[src/tte_pkg.sv]
// Shared types, constants and date helpers for the aging table.
package tte_pkg;

  localparam int unsigned ShortDepth = 16;
  localparam int unsigned LongDepth  = 32;
  localparam int unsigned PermDepth  = 16;
  localparam int unsigned ShortAw    = 4;
  localparam int unsigned LongAw     = 5;
  localparam int unsigned PermAw     = 4;

  localparam int unsigned StampW = 33;
  localparam int unsigned TagW   = 32;
  localparam int unsigned ToW    = 20;
  localparam int unsigned DaysW  = 23;

  localparam logic [StampW-1:0] StampMax = {StampW{1'b1}};
  localparam logic [ToW-1:0] ShortToReset = 20'd480;
  localparam logic [ToW-1:0] LongToReset  = 20'd43200;

  localparam logic [1:0] ModeAdd     = 2'd0;
  localparam logic [1:0] ModeCleanup = 2'd1;
  localparam logic [1:0] ModeRead    = 2'd2;
  localparam logic [1:0] ModeNone    = 2'd3;

  localparam logic [1:0] ClsShort = 2'd0;
  localparam logic [1:0] ClsLong  = 2'd1;
  localparam logic [1:0] ClsPerm  = 2'd2;
  localparam logic [1:0] ClsNone  = 2'd3;

  localparam logic [1:0] RegShortTo = 2'd0;
  localparam logic [1:0] RegLongTo  = 2'd1;

  // days before the first of each month in a common year
  function automatic logic [8:0] days_before(input logic [3:0] month);
    logic [8:0] d;
    begin
      case (month)
        4'd1:    d = 9'd0;
        4'd2:    d = 9'd31;
        4'd3:    d = 9'd59;
        4'd4:    d = 9'd90;
        4'd5:    d = 9'd120;
        4'd6:    d = 9'd151;
        4'd7:    d = 9'd181;
        4'd8:    d = 9'd212;
        4'd9:    d = 9'd243;
        4'd10:   d = 9'd273;
        4'd11:   d = 9'd304;
        default: d = 9'd334;
      endcase
      return d;
    end
  endfunction

  // datapath commands from the controller
  typedef struct packed {
    logic load;       // capture inputs, start date computation
    logic stamp_step; // advance stamp pipeline
    logic scan_clr;   // reset scan pointers
    logic scan_step;  // visit one short or long entry
    logic finish;     // register the result
  } tte_cmd_t;

  typedef struct packed {
    logic scan_done;
  } tte_sts_t;

endpackage

[src/tte_ctrl.sv]
// Controller state machine for the aging table.
module tte_ctrl import tte_pkg::*; (
  input  logic     clk_i,
  input  logic     rst_ni,
  input  logic     start_i,
  input  logic [1:0] mode_i,
  input  tte_sts_t sts_i,
  output logic     busy_o,
  output tte_cmd_t cmd_o
);

  typedef enum logic [2:0] {
    StIdle, StStamp1, StStamp2, StStamp3, StScan, StDone
  } state_e;

  state_e state_q;
  logic   clean_q;

  always_ff @(posedge clk_i or negedge rst_ni) begin
    if (!rst_ni) begin
      state_q <= StIdle;
      clean_q <= 1'b0;
    end else begin
      case (state_q)
        StIdle: if (start_i) begin
          state_q <= StStamp1;
          clean_q <= (mode_i == ModeCleanup);
        end
        StStamp1: state_q <= StStamp2;
        StStamp2: state_q <= StStamp3;
        StStamp3: state_q <= clean_q ? StScan : StDone;
        StScan:   if (sts_i.scan_done) state_q <= StDone;
        StDone:   state_q <= StIdle;
        default:  state_q <= StIdle;
      endcase
    end
  end

  assign busy_o = (state_q != StIdle);

  always_comb begin
    cmd_o = '0;
    cmd_o.load       = (state_q == StIdle) && start_i;
    cmd_o.stamp_step = (state_q == StStamp1) || (state_q == StStamp2) ||
                       (state_q == StStamp3);
    cmd_o.scan_clr   = (state_q == StStamp3);
    cmd_o.scan_step  = (state_q == StScan) && !sts_i.scan_done;
    cmd_o.finish     = (state_q == StDone);
  end

endmodule

[config.mk]
export PLATFORM = sky130hd
export DESIGN_NAME = tte_ctrl
export DESIGN_NICKNAME = d
export VERILOG_FILES = /design/src/tte_pkg.sv /design/src/tte_ctrl.sv
export SDC_FILE = /design/constraint.sdc
export NUM_CORES = 1
export LEC_CHECK = 0
export ABC_AREA = 1
export BUFFER_PORTS_ARGS = -buffer_cell sky130_fd_sc_hd__clkbuf_2
export CAP_MARGIN = 15
export CORE_AREA = 4 4 41 43
export DETAILED_ROUTE_END_ITERATION = 8
export DIE_AREA = 0 0 45 47
export HOLD_SLACK_MARGIN = 0.08
export SLEW_MARGIN = 25
export SYNTH_ARGS = -nofsm -noshare
export SYNTH_HDL_FRONTEND = slang
export SYNTH_SLANG_ARGS = --single-unit
export TNS_END_PERCENT = 30
[constraint.sdc]
create_clock -name clk_i -period 1.1 [get_ports clk_i]
set_clock_uncertainty 0.1 [all_clocks]
set_input_delay 0.055 -clock clk_i [delete_from_list [all_inputs] [get_ports clk_i]]
set_output_delay 0.055 -clock clk_i [all_outputs]
set_load 0.03 [all_outputs]
==> After elaboration in Yosys (flattened, before gate mapping) <==
Cells that the tools add are included.
Widths: inputs -> output; s select.
{ "totals": {"regBits": 4, "input_bits": 6} }
{ "classes": {"n_eq_ne": 8, "muxes": 4, "n_reduce_logical": 9} }
{ "op_table": {"columns": ["operator", "count"], "rows": [
  ["$pmux 3 s5", 1],
  ["$eq 3x2->1 const B", 2],
  ["$eq 3x3->1 const B", 2],
  ["$mux 3", 2],
  ["$ne 2x2->1 const B", 2],
  ["$reduce_and 2->1", 2],
  ["$eq 3x1->1 const B", 1],
  ["$logic_not 3->1", 1],
  ["$reduce_bool 3->1", 1],
  ["$eq 2x1->1 const B", 1],
  ["$logic_and 1x1->1", 2],
  ["$logic_or 1x1->1", 2],
  ["$logic_not 1->1", 1],
  ["$mux 1", 1]
]} }

==> Logic depth before layout (Yosys ltp) <==
{ "logic_depth": {"depth_word": 3, "mapped_depth": 4, "ltp_nobuf": 4} }

==> Worst setup path before layout <==
Ideal clock, no wire load.
{ "synth_path": {"path_kind": "reg-to-output", "from": "register state_q[0]", "to": "output port cmd_o[1] (netlist bit)", "t_arrival_ns": 0.954, "slack_ns": -0.009, "stages_incl_launch_ff": 4, "n_path_buf": 0, "path_cell_list": "dfrtp_1 nor2_2 nand3_1 inv_1"} }
{ "synth_rtl": {"columns": ["item", "line", "rtl"], "rows": [
  ["from (decl)", "tte_ctrl.sv:16", "state_e state_q;"],
  ["from (signal assigned)", "tte_ctrl.sv:21", "state_q <= StIdle;"],
  ["from (signal assigned)", "tte_ctrl.sv:26", "state_q <= StStamp1;"],
  ["from (signal assigned)", "tte_ctrl.sv:29", "StStamp1: state_q <= StStamp2;"],
  ["to (decl)", "tte_ctrl.sv:9", "output tte_cmd_t cmd_o"]
]} }

==> reports/metrics.yaml <==
yosys:
  synth_cell_type_count: 12
  syn-mean-instance-area_um2: 6.84
  syn-cell-area_um2: 233
  syn_inst: 34
  synth_area_leader_cell: "dfrtp_1"
  ys_ff_latch: 4
  syn_nets: 40
  ys_warn_count: 0
  yosys-top-cells-area: "dfrtp_1, nand2_1, inv_1"
  yosys.area.top_type_share_pct: 43.0
  seq_area_frac_synth_pct: 43.0
power:
  vdd_drop_max_uv: 999
  clock_power_share_pct: 10.7
  p_comb_share_pct: 71.5
  power.net_switching_w: 0.000685
  pwr-share-seq_pct: 17.7
  power_w: 0.00159
  power.share.switching_pct: 43.2
  internal_power_w: 0.000901
  p_leak_nw: 0.300
  p_per_area_mw_per_mm2: 2870
sta:
  finalMaxSlewViolations: 0
  final_hold_viol_count: 0
  rsz0062_at_grt: "yes"
  period_minus_slack_ns: 1.28
  clock.fmax_ghz: 0.779
  tightest_slew_ns: 0.214
  setup_viol: 9
  final.setup.worst_slack_ns: -0.184
  period_share_pct: 117
  slew_headroom_pct: 85.7
clock_tree:
  clk_pin_slew_ns: 0.03
  cts_buffers: 3
  cts_buffer_depth: 2
  clk_latency_ns: 0.23
  cts_max_level: 1
  cts_root_buffer: "clkbuf_4"
  cts_sinks: 4
  cts_tree: "yes"
finish:
  drive_gt1_share_pct: 57.1
  postLayoutCellArea_um2: 553
  post-route-util_pct: 42.5
  nets: 71
  area_growth_pct: 138
  antennaDiodeCount: 0
critical_path:
  start_kind: "register"
  critical_path.max_fanout: 4
  path_class: "reg -> out"
  timing.rr.start: "state_q[1]$_DFFE_PN0P_"
  cpMostUsedCell: "buf_6"
  path_cells: "nor2_4, buf_6, nor2_2, buf_6"
  cp.arrival_ns: 1.13
  reg2reg_depth: 5
  slowest_stage: "dfrtp_1"
  critPathMaxStageDelay_ns: 0.40
  end_kind: "output port"
  critPathRequiredTime_ns: 0.94
  worstReg2RegEnd: "state_q[1]$_DFFE_PN0P_"
  r2r_slack_ns: -0.10
placed_design:
  place_area_um2: 337
  gp_congestion: 0.672
  port_buffers: 11
  pre_cts_ws_ns: -0.00358
die:
  num_rows: 13
  chipHeight_um: 47
  boundaryPins: 12
  dieArea_mm2: 0.00212
  core_mm2: 0.00130
  start_util_pct: 17.9
  fp.dieW_um: 45
drt:
  drt_wl_total_um: 752
  viasPerCell: 4.01
  drtIter0Drc: 0
  wire_per_inst_um: 9.64
  num_vias: 313
  ant_nets: 0
  drcViolationCount: 0
  drtPass1Iterations: 1
run_status:
  outcome: "finished with violations"
  violations: "negative setup slack"
global_route:
  antenna_found_initial: 0
  track_usage_pct: 7.37
  grt_overflow: 0
  grt_pass1_vias: 299
  grt_pass1_wl_mm: 1.10
  grt_max_degree: 7
job:
  drv_cap: 0
worst_hold_path:
  hp-start: "sts_i"
  hold_end: "state_q[0]$_DFFE_PN0P_"
  hold_path_depth: 5
  worstHoldPathType: "in -> reg"
stage by stage:
stage	setup TNS, ns	hold slack (ns)	std cells
finish	-1.24	0.107	78
global route	-1.81	0.150	78
CTS	-1.19	0.124	74
detailed placement	-0.00522	-0.234	64
global placement	-0.0357	-0.238	64
floorplan	0	-0.341	34
power by group through the flow:
stage / Sequential [W] / Combinational (W) / Clock (W)
after floorplan: 0.000274 / 0.000406 / 0
after global placement: 0.000257 / 0.000661 / 0
after detailed placement: 0.000261 / 0.000671 / 0
after CTS: 0.000275 / 0.000864 / 0.000181
after global routing: 0.000288 / 0.00121 / 0.000188
final: 0.000281 / 0.00113 / 0.000170
state kept, by name, indices dropped and copies added (netlist names):
name and count:
clean_q 1, state_q 3
routing by layer:
metal / GRT usage (%) / vias up / routed length [µm]
met5: 0 / - / 0
met4: 7.02 / 0 / 0
met3: 2.68 / 0 / 43
met2: 11.6 / 8 / 425
met1: 7.57 / 143 / 283
li1: - / 162 / -
cells in the final DEF, fill, tap and decap left out, types with 2 or more instances in the layout:
| cell type | synthesis | routed |
|---|---|---|
| buf_6 | 0 | 4 |
| nor2_2 | 1 | 2 |
| nand2_1 | 9 | 7 |
| nand3_2 | 1 | 3 |
| inv_2 | 2 | 4 |
| buf_8 | 0 | 3 |
| clkbuf_4 | 0 | 3 |
| buf_4 | 0 | 7 |
| inv_1 | 6 | 3 |
| nand2_4 | 0 | 2 |
| dfrtp_1 | 4 | 4 |
| nor2_1 | 4 | 2 |
| clkbuf_2 | 0 | 5 |
| dlygate4sd3_1 | 0 | 6 |
cell usage after synthesis (all sizes together):
cell type  count
inv            8
nand2          9
nand4          1
a21oi          1
dfrtp          4
nand3          4
nor2           5
o21ai          1
or2            1
how the worst max path moves through the flow:
stage	start	endpoint	slack, ns	cells after the start
CTS	state_q[1]$_DFFE_PN0P_	cmd_o[0]	-0.20	5
detailed placement	state_q[0]$_DFFE_PN0P_	cmd_o[1]	-0.004	4
floorplan	state_q[1]$_DFFE_PN0P_	cmd_o[0]	0.02	3
global route	state_q[1]$_DFFE_PN0P_	cmd_o[3]	-0.25	4
finish	state_q[1]$_DFFE_PN0P_	cmd_o[3]	-0.18	4
global placement	state_q[0]$_DFFE_PN0P_	cmd_o[1]	-0.02	4
area by class of cell:
class,instances,area [µm²]
Fill cell,129,748
Clock buffer,3,22.5
Sequential cell,4,100
Timing Repair Buffer,26,241
Multi-Input combinational cell,22,138
Inverter,8,32.5
Tap cell,15,18.8
worst max-delay path, delay by kind of cell (launching register included):
| kind | cells | cell delay (ns) |
|---|---|---|
| DFF | 1 | 0.40 |
| buffers and inverters | 2 | 0.28 |
| and+or+nand+nor | 2 | 0.22 |
logic make-up (layout without fill, tap and decap cells):
family	count (synthesis)	in the layout	synth area share (%)
flip-flops	4	4	43.0
AND/OR/NAND/NOR	20	20	39.8
buffers and inverters	8	37	12.9
AO/OA/AOI/OAI	2	2	4.30
timing repair:
item                                   in CTS  in global routing
resized for setup                          15                 16
setup endpoints to repair                   7                  9
hold buffers                                6                  0
pin swaps                                   2                  6
setup buffers                               1                  4
endpoints found under the hold margin       5                  0
No activity file was read; power rests on OpenSTA's default activity.
